## config.mk

```make
export PLATFORM = sky130hd
export DESIGN_NAME = palette_pixel_serializer_unit
export DESIGN_NICKNAME = d
export VERILOG_FILES = /design/src/ppsu_pkg.sv /design/src/ppsu_front.sv /design/src/ppsu_queue.sv /design/src/ppsu_back.sv /design/src/palette_pixel_serializer_unit.sv
export SDC_FILE = /design/constraint.sdc
export NUM_CORES = 1
export LEC_CHECK = 0
export BUFFER_PORTS_ARGS = -buffer_cell sky130_fd_sc_hd__buf_2
export CORE_ASPECT_RATIO = 1.75
export CORE_MARGIN = 3
export CORE_UTILIZATION = 55
export CTS_CLUSTER_SIZE = 25
export DETAILED_ROUTE_END_ITERATION = 10
export PLACE_DENSITY = 0.83
export SLEW_MARGIN = 30
export SYNTH_ARGS = -nofsm -noshare
export SYNTH_HDL_FRONTEND = slang
export SYNTH_HIERARCHICAL = 1
export SYNTH_SLANG_ARGS = --single-unit
```

## constraint.sdc

```tcl
create_clock -name clk -period 9 [get_ports clk]
set_input_delay 0.9 -clock clk [delete_from_list [all_inputs] [get_ports clk]]
set_output_delay 0.9 -clock clk [all_outputs]
set_load 0.01 [all_outputs]
```

## src/ppsu_pkg.sv

```systemverilog
// ----------------------------------------------------------------------------
// ppsu_pkg: shared types and constants for the palette pixel serializer
// Mode codes, config register indexes, work descriptor and palette lookup.
// ----------------------------------------------------------------------------
package ppsu_pkg;

  // display modes held in the mode register; codes above MODE_HITEXT are unknown
  typedef enum logic [3:0] {
    MODE_OFF    = 4'd0,
    MODE_HI2    = 4'd1,
    MODE_HI4    = 4'd2,
    MODE_HI16   = 4'd3,
    MODE_LO2    = 4'd4,
    MODE_LO4    = 4'd5,
    MODE_LO16   = 4'd6,
    MODE_LO256  = 4'd7,
    MODE_LOTEXT = 4'd8,
    MODE_HITEXT = 4'd9
  } mode_t;

  // config register indexes
  localparam int unsigned CFG_IDX_W = 2;
  localparam logic [CFG_IDX_W-1:0] CFG_PIXEL_MODE   = 2'd0;
  localparam logic [CFG_IDX_W-1:0] CFG_PALETTE_LOW  = 2'd1;
  localparam logic [CFG_IDX_W-1:0] CFG_PALETTE_HIGH = 2'd2;

  localparam logic [63:0] PAL_LOW_RESET  = 64'h2010_0804_0201_FF00;
  localparam logic [63:0] PAL_HIGH_RESET = 64'h0604_0302_01C0_8040;

  localparam int unsigned SOLID_PIXELS  = 32;
  localparam int unsigned MAX_PIXELS    = 64;
  localparam int unsigned CNT_W         = $clog2(MAX_PIXELS);
  localparam logic [7:0]  MAGENTA_COLOR = 8'hC7;

  localparam int unsigned Q_DEPTH = 2;

  // how the back end walks a word
  typedef enum logic [2:0] {
    KIND_SOLID,   // raw color in word_a[7:0], repeated
    KIND_IDX1,    // 1-bit palette indexes
    KIND_IDX2,    // 2-bit palette indexes
    KIND_IDX4,    // 4-bit palette indexes
    KIND_HI16,    // nibbles alternating word_a / word_b
    KIND_LO256,   // raw bytes alternating word_a / word_b
    KIND_TEXT     // font row bits select fg / bg
  } kind_t;

  typedef struct packed {
    kind_t            kind;
    logic             dbl;       // each pixel emitted twice
    logic [CNT_W-1:0] last_idx;  // pixel count minus one
    logic [31:0]      word_a;
    logic [31:0]      word_b;
    logic [7:0]       font_row;
  } desc_t;

  function automatic logic [7:0] pal_lookup(input logic [127:0] pal,
                                            input logic [3:0] idx);
    pal_lookup = pal[{idx, 3'b000} +: 8];
  endfunction

endpackage

```

## src/ppsu_front.sv

```systemverilog
// ----------------------------------------------------------------------------
// ppsu_front: input classifier
// Turns the mode and one input word set into a work descriptor.
// ----------------------------------------------------------------------------
module ppsu_front import ppsu_pkg::*; (
  input  mode_t       mode,
  input  logic [7:0]  pal_entry0,
  input  logic [31:0] in_word_a,
  input  logic [31:0] in_word_b,
  input  logic [7:0]  in_font_row,
  output desc_t       desc
);

  always_comb begin
    desc          = '0;
    desc.word_a   = in_word_a;
    desc.word_b   = in_word_b;
    desc.font_row = in_font_row;
    unique case (mode)
      MODE_OFF: begin
        desc.kind     = KIND_SOLID;
        desc.word_a   = {24'd0, pal_entry0};
        desc.last_idx = CNT_W'(SOLID_PIXELS - 1);
      end
      MODE_HI2: begin
        desc.kind     = KIND_IDX1;
        desc.last_idx = CNT_W'(31);
      end
      MODE_HI4: begin
        desc.kind     = KIND_IDX2;
        desc.last_idx = CNT_W'(15);
      end
      MODE_HI16: begin
        desc.kind     = KIND_HI16;
        desc.last_idx = CNT_W'(15);
      end
      MODE_LO2: begin
        desc.kind     = KIND_IDX1;
        desc.dbl      = 1'b1;
        desc.last_idx = CNT_W'(63);
      end
      MODE_LO4: begin
        desc.kind     = KIND_IDX2;
        desc.dbl      = 1'b1;
        desc.last_idx = CNT_W'(31);
      end
      MODE_LO16: begin
        desc.kind     = KIND_IDX4;
        desc.dbl      = 1'b1;
        desc.last_idx = CNT_W'(15);
      end
      MODE_LO256: begin
        desc.kind     = KIND_LO256;
        desc.last_idx = CNT_W'(7);
      end
      MODE_LOTEXT: begin
        desc.kind     = KIND_TEXT;
        desc.dbl      = 1'b1;
        desc.last_idx = CNT_W'(15);
      end
      MODE_HITEXT: begin
        desc.kind     = KIND_TEXT;
        desc.last_idx = CNT_W'(7);
      end
      default: begin
        desc.kind     = KIND_SOLID;
        desc.word_a   = {24'd0, MAGENTA_COLOR};
        desc.last_idx = CNT_W'(SOLID_PIXELS - 1);
      end
    endcase
  end

endmodule

```

## src/ppsu_queue.sv

```systemverilog
// ----------------------------------------------------------------------------
// ppsu_queue: descriptor queue
// Small FIFO between the classifier and the pixel generator.
// ----------------------------------------------------------------------------
module ppsu_queue import ppsu_pkg::*; (
  input  logic  clk,
  input  logic  rst_n,
  input  logic  push,
  input  desc_t push_data,
  output logic  full,
  output logic  valid,
  output desc_t head,
  input  logic  pop
);

  localparam int unsigned PTR_W = (Q_DEPTH > 1) ? $clog2(Q_DEPTH) : 1;
  localparam int unsigned CNT_QW = $clog2(Q_DEPTH + 1);

  desc_t             slot_r [Q_DEPTH];
  logic [PTR_W-1:0]  wr_ptr_r, wr_ptr_nxt;
  logic [PTR_W-1:0]  rd_ptr_r, rd_ptr_nxt;
  logic [CNT_QW-1:0] count_r, count_nxt;
  logic              do_push, do_pop;

  assign full    = (count_r == CNT_QW'(Q_DEPTH));
  assign valid   = (count_r != '0);
  assign head    = slot_r[rd_ptr_r];
  assign do_push = push && !full;
  assign do_pop  = pop && valid;

  always_comb begin
    wr_ptr_nxt = wr_ptr_r;
    rd_ptr_nxt = rd_ptr_r;
    count_nxt  = count_r;
    if (do_push) begin
      wr_ptr_nxt = (wr_ptr_r == PTR_W'(Q_DEPTH - 1)) ? '0 : wr_ptr_r + 1'b1;
    end
    if (do_pop) begin
      rd_ptr_nxt = (rd_ptr_r == PTR_W'(Q_DEPTH - 1)) ? '0 : rd_ptr_r + 1'b1;
    end
    if (do_push && !do_pop) begin
      count_nxt = count_r + 1'b1;
    end else if (!do_push && do_pop) begin
      count_nxt = count_r - 1'b1;
    end
  end

  always_ff @(posedge clk) begin
    if (!rst_n) begin
      wr_ptr_r <= '0;
      rd_ptr_r <= '0;
      count_r  <= '0;
    end else begin
      wr_ptr_r <= wr_ptr_nxt;
      rd_ptr_r <= rd_ptr_nxt;
      count_r  <= count_nxt;
    end
  end

  always_ff @(posedge clk) begin
    if (do_push) begin
      slot_r[wr_ptr_r] <= push_data;
    end
  end

  a_count_bound: assert property (@(posedge clk) disable iff (!rst_n)
    count_r <= CNT_QW'(Q_DEPTH))
    else $error("queue count above depth");

  a_ptr_gap: assert property (@(posedge clk) disable iff (!rst_n)
    (count_r == '0 || count_r == CNT_QW'(Q_DEPTH)) |-> (wr_ptr_r == rd_ptr_r))
    else $error("queue pointers disagree with count");

  a_push_grows: assert property (@(posedge clk) disable iff (!rst_n)
    (do_push && !do_pop) |=> (count_r == $past(count_r) + 1'b1))
    else $error("push without pop did not grow the queue");

endmodule

```

## src/ppsu_back.sv

```systemverilog
// ----------------------------------------------------------------------------
// ppsu_back: pixel generator
// Walks the head descriptor into the output register, one pixel per cycle unless the output stalls.
// ----------------------------------------------------------------------------
module ppsu_back import ppsu_pkg::*; (
  input  logic         clk,
  input  logic         rst_n,
  input  logic         q_valid,
  input  desc_t        q_head,
  output logic         q_pop,
  input  logic [127:0] palette,
  output logic         out_empty,
  input  logic         out_pop,
  output logic [7:0]   out_color,
  output logic         out_last
);

  logic [CNT_W-1:0] pix_r, pix_nxt;
  logic             out_valid_r, out_valid_nxt;
  logic [7:0]       color_r;
  logic             last_r;
  logic             load;
  logic             at_last;
  logic [4:0]       step;
  logic [31:0]      pair_word;
  logic [3:0]       idx;
  logic             use_raw;
  logic [7:0]       raw;
  logic [7:0]       pix_color;

  assign load    = q_valid && (!out_valid_r || out_pop);
  assign at_last = (pix_r == q_head.last_idx);
  assign q_pop   = load && at_last;

  // doubled modes hold each field for two pixels
  assign step      = q_head.dbl ? pix_r[5:1] : pix_r[4:0];
  assign pair_word = pix_r[0] ? q_head.word_b : q_head.word_a;

  always_comb begin
    idx     = '0;
    use_raw = 1'b0;
    raw     = q_head.word_a[7:0];
    unique case (q_head.kind)
      KIND_SOLID: use_raw = 1'b1;
      KIND_IDX1:  idx = {3'd0, q_head.word_a[step]};
      KIND_IDX2:  idx = {2'd0, q_head.word_a[{step[3:0], 1'b0} +: 2]};
      KIND_IDX4:  idx = q_head.word_a[{step[2:0], 2'b00} +: 4];
      KIND_HI16:  idx = pair_word[{pix_r[3:1], 2'b00} +: 4];
      KIND_LO256: begin
        use_raw = 1'b1;
        raw     = pair_word[{pix_r[2:1], 3'b000} +: 8];
      end
      KIND_TEXT:  idx = q_head.font_row[step[2:0]] ? q_head.word_a[11:8]
                                                   : q_head.word_a[15:12];
      default:    use_raw = 1'b1;
    endcase
  end

  assign pix_color = use_raw ? raw : pal_lookup(palette, idx);

  always_comb begin
    pix_nxt       = pix_r;
    out_valid_nxt = out_valid_r;
    if (load) begin
      pix_nxt       = at_last ? '0 : pix_r + 1'b1;
      out_valid_nxt = 1'b1;
    end else if (out_pop) begin
      out_valid_nxt = 1'b0;
    end
  end

  always_ff @(posedge clk) begin
    if (!rst_n) begin
      pix_r       <= '0;
      out_valid_r <= 1'b0;
    end else begin
      pix_r       <= pix_nxt;
      out_valid_r <= out_valid_nxt;
    end
  end

  always_ff @(posedge clk) begin
    if (load) begin
      color_r <= pix_color;
      last_r  <= at_last;
    end
  end

  assign out_empty = !out_valid_r;
  assign out_color = color_r;
  assign out_last  = last_r;

  a_pix_in_range: assert property (@(posedge clk) disable iff (!rst_n)
    q_valid |-> (pix_r <= q_head.last_idx))
    else $error("pixel counter past end of word");

  a_idle_cleared: assert property (@(posedge clk) disable iff (!rst_n)
    !q_valid |-> (pix_r == '0))
    else $error("pixel counter not cleared between words");

  a_stall_holds: assert property (@(posedge clk) disable iff (!rst_n)
    (out_valid_r && !out_pop) |=> (out_valid_r && $stable(color_r) && $stable(last_r)))
    else $error("output pixel lost while stalled");

endmodule

```

## src/palette_pixel_serializer_unit.sv

```systemverilog
// ----------------------------------------------------------------------------
// palette_pixel_serializer_unit: display word to pixel color serializer
// Expands each fetched word into a run of palette or raw 8-bit colors.
// ----------------------------------------------------------------------------
// Usage notes:
//   Input channel is a queue push side: a word set (in_word_a, in_word_b,
//   in_font_row) transfers on a clock edge with in_push high, in_full low.
//   Output channel is a queue pop side: while out_empty is low, out_color
//   and out_last show the oldest pixel; it transfers when out_pop is high.
//   out_last marks the final pixel of each input word.
//   Config: cfg_valid/cfg_ready write channel, cfg_ready is always high.
//   Index 0 pixel mode, 1 palette entries 0..7, 2 palette entries 8..15;
//   index 3 is ignored. Write only while no pixels are pending.
// Flow:
//   A word first lands in the queue; when the back end is free, its first
//   pixel is then loaded into the output register, ready to pop. Pixels
//   leave at one per clock while out_pop stays high; a word yields
//   8 to 64 pixels (hitext/lo256 8, hi16/hi4/lo16/lotext 16, hi2/lo4 32,
//   lo2 64, off/unknown 32).
//   The two-entry queue holds the word in progress and one more behind it,
//   so a new word is taken while the output stalls; in_full rises when the
//   queue fills.
// Reset: synchronous, clears mode to off, loads the default palette and
//   empties the queue and output register.
// ----------------------------------------------------------------------------
module palette_pixel_serializer_unit import ppsu_pkg::*; (
  input  logic                 clk,
  input  logic                 rst_n,
  // input word channel
  input  logic                 in_push,
  output logic                 in_full,
  input  logic [31:0]          in_word_a,
  input  logic [31:0]          in_word_b,
  input  logic [7:0]           in_font_row,
  // pixel channel
  output logic                 out_empty,
  input  logic                 out_pop,
  output logic [7:0]           out_color,
  output logic                 out_last,
  // config write channel
  input  logic                 cfg_valid,
  output logic                 cfg_ready,
  input  logic [CFG_IDX_W-1:0] cfg_index,
  input  logic [63:0]          cfg_data
);

  mode_t        mode_r;
  logic [63:0]  pal_low_r;
  logic [63:0]  pal_high_r;
  logic [127:0] palette;
  logic         cfg_we;

  desc_t        front_desc;
  desc_t        q_head;
  logic         q_valid;
  logic         q_pop;

  assign cfg_ready = 1'b1;
  assign cfg_we    = cfg_valid && cfg_ready;
  assign palette   = {pal_high_r, pal_low_r};

  // config registers; mode keeps only its low nibble
  always_ff @(posedge clk) begin
    if (!rst_n) begin
      mode_r     <= MODE_OFF;
      pal_low_r  <= PAL_LOW_RESET;
      pal_high_r <= PAL_HIGH_RESET;
    end else if (cfg_we) begin
      if (cfg_index == CFG_PIXEL_MODE) begin
        mode_r <= mode_t'(cfg_data[3:0]);
      end
      if (cfg_index == CFG_PALETTE_LOW) begin
        pal_low_r <= cfg_data;
      end
      if (cfg_index == CFG_PALETTE_HIGH) begin
        pal_high_r <= cfg_data;
      end
    end
  end

  // front end: classify the word under the current mode
  ppsu_front u_front (
    .mode        (mode_r),
    .pal_entry0  (pal_low_r[7:0]),
    .in_word_a   (in_word_a),
    .in_word_b   (in_word_b),
    .in_font_row (in_font_row),
    .desc        (front_desc)
  );

  // decoupling queue; its full flag is the input backpressure
  ppsu_queue u_queue (
    .clk       (clk),
    .rst_n     (rst_n),
    .push      (in_push),
    .push_data (front_desc),
    .full      (in_full),
    .valid     (q_valid),
    .head      (q_head),
    .pop       (q_pop)
  );

  // back end: one pixel per cycle into the output register unless the output stalls
  ppsu_back u_back (
    .clk       (clk),
    .rst_n     (rst_n),
    .q_valid   (q_valid),
    .q_head    (q_head),
    .q_pop     (q_pop),
    .palette   (palette),
    .out_empty (out_empty),
    .out_pop   (out_pop),
    .out_color (out_color),
    .out_last  (out_last)
  );

endmodule

```

* Word level (Yosys, flattened, before mapping) *
Memories as Yosys holds them, arrays and structs flattened. A register that Yosys moved wholly into a read port is not among the register bits.
Cells that the tools add are included.

word-level totals
  register bits after elaboration = 152
  latch bits = 0
  RAM bits = 164
  memory bits (read-only) = 0
  input port bits = 143
  output and inout port bits = 12
  logic and storage cells = 94
  memories kept = 1

operators by class
  add/sub/neg operators = 5
  $mul = 0
  divide/modulo/power cells = 0
  magnitude comparators = 2
  equality and inequality tests = 19
  shift operators = 5
  muxes and demuxes = 25
  bitwise operators = 0
  reduce and logical (&&, ||, !) cells = 27

memories
  memory          depth  width  rd ports  clocked after memory_dff  write ports  line              source
  u_queue.slot_r  2      82     1         1                         1            ppsu_queue.sv:19  desc_t slot_r [Q_DEPTH];

operator list
  kind                   count
  $shiftx A128 B8 Y8     1
  $pmux W32 S2           1
  $shiftx A32 B6 Y4      2
  $mux W32               1
  $shiftx A32 B6 Y2      1
  $shiftx A32 B6 Y8      1
  $pmux W4 S5            1
  $pmux W3 S6            1
  $pmux W6 S3            1
  $eq A4 B3 Y1 const B   4
  $mux W8                2
  $mux W1                11
  $eq A3 B3 Y1 const B   3
  $reduce_or A9 Y1       1
  $eq A4 B2 Y1 const B   2
  $eq A4 B4 Y1 const B   2
  $reduce_or A2 Y1       4
  $reduce_or A4 Y1       2
  $add A6 B1 Y6 const B  1
  $eq A3 B2 Y1 const B   2
  $eq A6 B6 Y1           1
  $logic_and A1 B1 Y1    6
  $lt A5 B6 Y1 const B   1
  $mux W6                1
  20 further kinds       30

* Longest topological paths before layout *
  word-level depth = 8
  depth in mapped cells = 19
  depth with buffers taken out = 11

* Modules after synthesis *
Netlist, hierarchy kept.

modules (own cells, without submodules)
  module                         instances  cells each  area each (µm²)
  ppsu_queue                     1          280         6,149.6
  palette_pixel_serializer_unit  1          534         5,210.0
  ppsu_back                      1          561         5,133.7
  ppsu_front                     1          129         864.6

* Least setup slack after synthesis *
Ideal clock, no wire load.

  path type = input to register
  start = input port in_push
  end = memory u_queue/slot_r[0][0] (netlist name) (enable)
  arrival = 4,170 ps
  data required time = 8,491 ps
  slack = 4,321 ps
  stages = 2
  path buffers = 0
  cell sequence = inv_1 > nor3_2

between the ends
  longest elaborated chain between the ends = 3

RTL lines
  element                        line                                 source
  start, declared                palette_pixel_serializer_unit.sv:30  input logic in_push,
  $logic_and A1 B1 Y1            ppsu_queue.sv:28                     assign do_push = push && !full;
  $mux W1                        ppsu_queue.sv:61                     if (do_push) begin
  $mux W1 (implied by the code)  ppsu_queue.sv:62                     slot_r[wr_ptr_r] <= push_data;
  end, declared                  ppsu_queue.sv:19

Every way passes these cells.

==> reports/results.ini <==
[floorplanning]
dieArea_mm2 = 0.03381
coreArea_mm2 = 0.03095
start_util = 0.5609
io_pins = 155
die_w_um = 140.3
rows = 85
die_h_um = 241.0

[clocking]
clkTransAtPathRegs_ns = 0.07
cts-buffers-inserted = 27
cts.htree.levels = 1
ctsResizeCount = 0
clockBufferDepth = 3
cts_tree = done
cts_setup_buffers = 0
ctsHoldBuffers = 0
cts_root_buffer = clkbuf_16
insertion_delay_ns = 0.56
cts_num_sinks = 317

[place]
place_congestion = 0.9976
hpwl_um = 33900
post-place-ws_ns = 3.780
io_buffers = 153

[sta]
fin_ws_ns = 3.840
setup_viol = 0
fin_tns_setup_ns = 0
rsz0062_at_grt = false
slew_viol_final = 0
slew_headroom = 0.4201
final.period_utilization = 0.5734
max_freq_mhz = 193.8
tightest_slew_ns = 0.8698
finalClockSkew_ns = 0.01566
period_needed_ns = 5.160
hold_viol_final = 0

[routing]
drt_iter0_markers = 944
routedWlPerCell_um = 23.77
routed_wl_um = 46490
vias_per_cell = 6.106
ant_nets = 0
drc = 0
route.vias.total = 11940
first_pass_iters = 6

[finish]
final_common_cell = mux2i_1
insertedDiodeCount = 0
synthToLayoutAreaGrowth_pct = 7.071
nNetsFinal = 1689
final_cell_mix = mux2i_1 (272), nand2_1 (203), edfxtp_1 (173)
drive_gt1_frac = 0.2403

[worst_setup_path]
cp-end-kind = register
crit_chain = mux2_2 > buf_4 > mux2i_4 > mux4_2 > o21ai_1 > a21oi_1 > a311oi_2 > nand2_8 > mux2i_1 > mux2_4 > a221o_1 > a21oi_1
cp.arrival_ns = 5.57
crit_slowest_cell = mux2i_4
cp-start-kind = register
worstRegToRegCells = 12
crit_fanout = 59
crit_path_frequent_cell = a21oi_1
worstSetupPathType = reg2reg
crit_required_ns = 9.41
cpPeakStageDelay_ns = 0.78

[grt]
grt_most_used_layer = met2
grt_use_total = 0.2699
first_global_vias = 12490
grt_max_degree = 144
use_met1 = 0.2806
grt_remaining_overflow = 0
use_met2 = 0.5035
grtUsageMet3 = 0.02676
grt_pass1_wl_um = 70920
antenna_found_initial = 0

[yosys]
syn_area_mm2 = 0.01736
syn_area_per_cell_um2 = 11.54
synthCells = 1504
ys_types = 86
synth_top_area_frac = 0.2993
ys_seq_elements = 317
synthArstFlopShare = 0
synthMuxAreaShare = 0.2632
synth_warnings = 6
synth_seq_area_share = 0.4654
synth_xor_area_frac = 0.007064
synth_adder_area_share = 0.001442
synth-compound-area-share = 0.07324
synthSimpleGateAreaFrac = 0.1143
synth_top_family_by_area = multiplexers
synth_top_area_cell = edfxtp_1
ys.flop_type = edfxtp_1
synth_edf_count = 173
synthTopCellsByArea = edfxtp_1 (30%), dfxtp_1 (17%), mux2i_1 (16%)

[min_path]
worstHoldPathType = reg2reg
hold_depth = 2

[status]
outcome = completed

[run]
drv_cap = 0

[power]
power_density_mw_per_mm2 = 205.1
p_total_mw = 3.812
power_leakage_nw = 7.095
irDropWorstVdd_mv = 0.1533

-- worst paths after layout --
path | slack [ns] | from | end
setup / recovery | 3.84 | register | u_back/out_color[3]
hold reg to reg | 0.46 | pal_low_r[53] | pal_low_r[53]
setup reg to reg | 3.84 | register | u_back/out_color[3]
hold / removal | 0.46 | pal_low_r[53] | pal_low_r[53]
-- area by class of cell --
type,instances,area (um2)
Tap cell,391,489.2
Sequential cell,317,8090
Clock buffer,34,784.5
Clock inverter,16,123.9
Fill cell,2484,12360
Timing Repair Buffer,170,925.9
Multi-Input combinational cell,986,8014
Inverter,42,157.7
-- per-layer routing --
layer	vias up	wire length [um]
li1	5534	-
met1	5857	15890
met2	406	25010
met3	146	1859
met4	0	3733
met5	-	0
-- worst max-delay path: cells and delay by family, from the launching register on --
kind | cells | cell delay (ns)
flip-flops | 1 | 0.70
buffers and inverters | 1 | 0.39
AO/OA/AOI/OAI | 5 | 1.38
AND/OR/NAND/NOR | 1 | 0.48
multiplexers | 5 | 1.99
-- metrics by stage --
step                utilization  instance area, um2  cells  hold WS [ns]
global route             0.6005               18590   1956        0.4790
CTS                      0.6001               18570   1956        0.4590
detailed placement       0.5708               17660   1906        0.4495
finish                   0.6005               18590   1956        0.4586
global placement         0.5698               17630   1905        0.4418
floorplan                     -               17370   1506        0.4314
-- registers in the layout, indices dropped and copies added, names as in the netlist, named ones only --
name / flops
u_queue/rd_ptr_r: 1
pal_high_r: 64
u_queue/slot_r: 164
u_queue/wr_ptr_r: 1
u_queue/count_r: 2
pal_low_r: 64
u_back/pix_r: 6
u_back/out_color: 8
mode_r: 4
u_back/out_valid_r: 1
u_back/out_last: 1
-- cell usage after synthesis (3+ instances only) --
| cell | n |
|---|---|
| mux4_2 | 27 |
| o221ai_1 | 3 |
| nor2b_1 | 13 |
| nand2_1 | 203 |
| xnor2_1 | 9 |
| inv_1 | 41 |
| xor2_1 | 5 |
| a211oi_1 | 8 |
| mux2i_1 | 272 |
| nand4_1 | 4 |
| nand4b_1 | 23 |
| o2111ai_1 | 5 |
| buf_2 | 35 |
| nor3_1 | 13 |
| nor4b_1 | 4 |
| or3b_2 | 3 |
| o22a_1 | 10 |
| edfxtp_1 | 173 |
| nand3_1 | 9 |
| nor4_1 | 7 |
| dfxtp_1 | 144 |
| mux2_4 | 3 |
| o21ai_0 | 16 |
| buf_4 | 64 |
| o211ai_1 | 26 |
| a2111o_1 | 4 |
| a2111oi_0 | 6 |
| nand2b_1 | 12 |
| o21a_1 | 6 |
| buf_6 | 22 |
| o22ai_1 | 27 |
| and3_1 | 5 |
| mux2_2 | 95 |
| a31oi_1 | 4 |
| nand3b_1 | 5 |
| mux4_1 | 3 |
| and2_1 | 29 |
| buf_8 | 5 |
| nor2_1 | 32 |
| o21ai_1 | 11 |
| a21oi_1 | 25 |
| clkbuf_1 | 31 |
| or3_1 | 3 |
| nor3b_1 | 4 |
-- report_power, final --
part           internal (mW)  switching [mW]
logic                  0.379           0.519
registers               1.65          0.0754
clock network          0.653           0.536
-- cell families after synthesis --
kind of cell               after synthesis
DFF                                    317
and+or+nand+nor                        388
AOI/OAI and AO/OA                      176
other                                    2
adders and majority gates                2
xor gates and xnor gates                14
muxes                                  402
buffers and inverters                  203
Power figures use the tool's default switching activity.
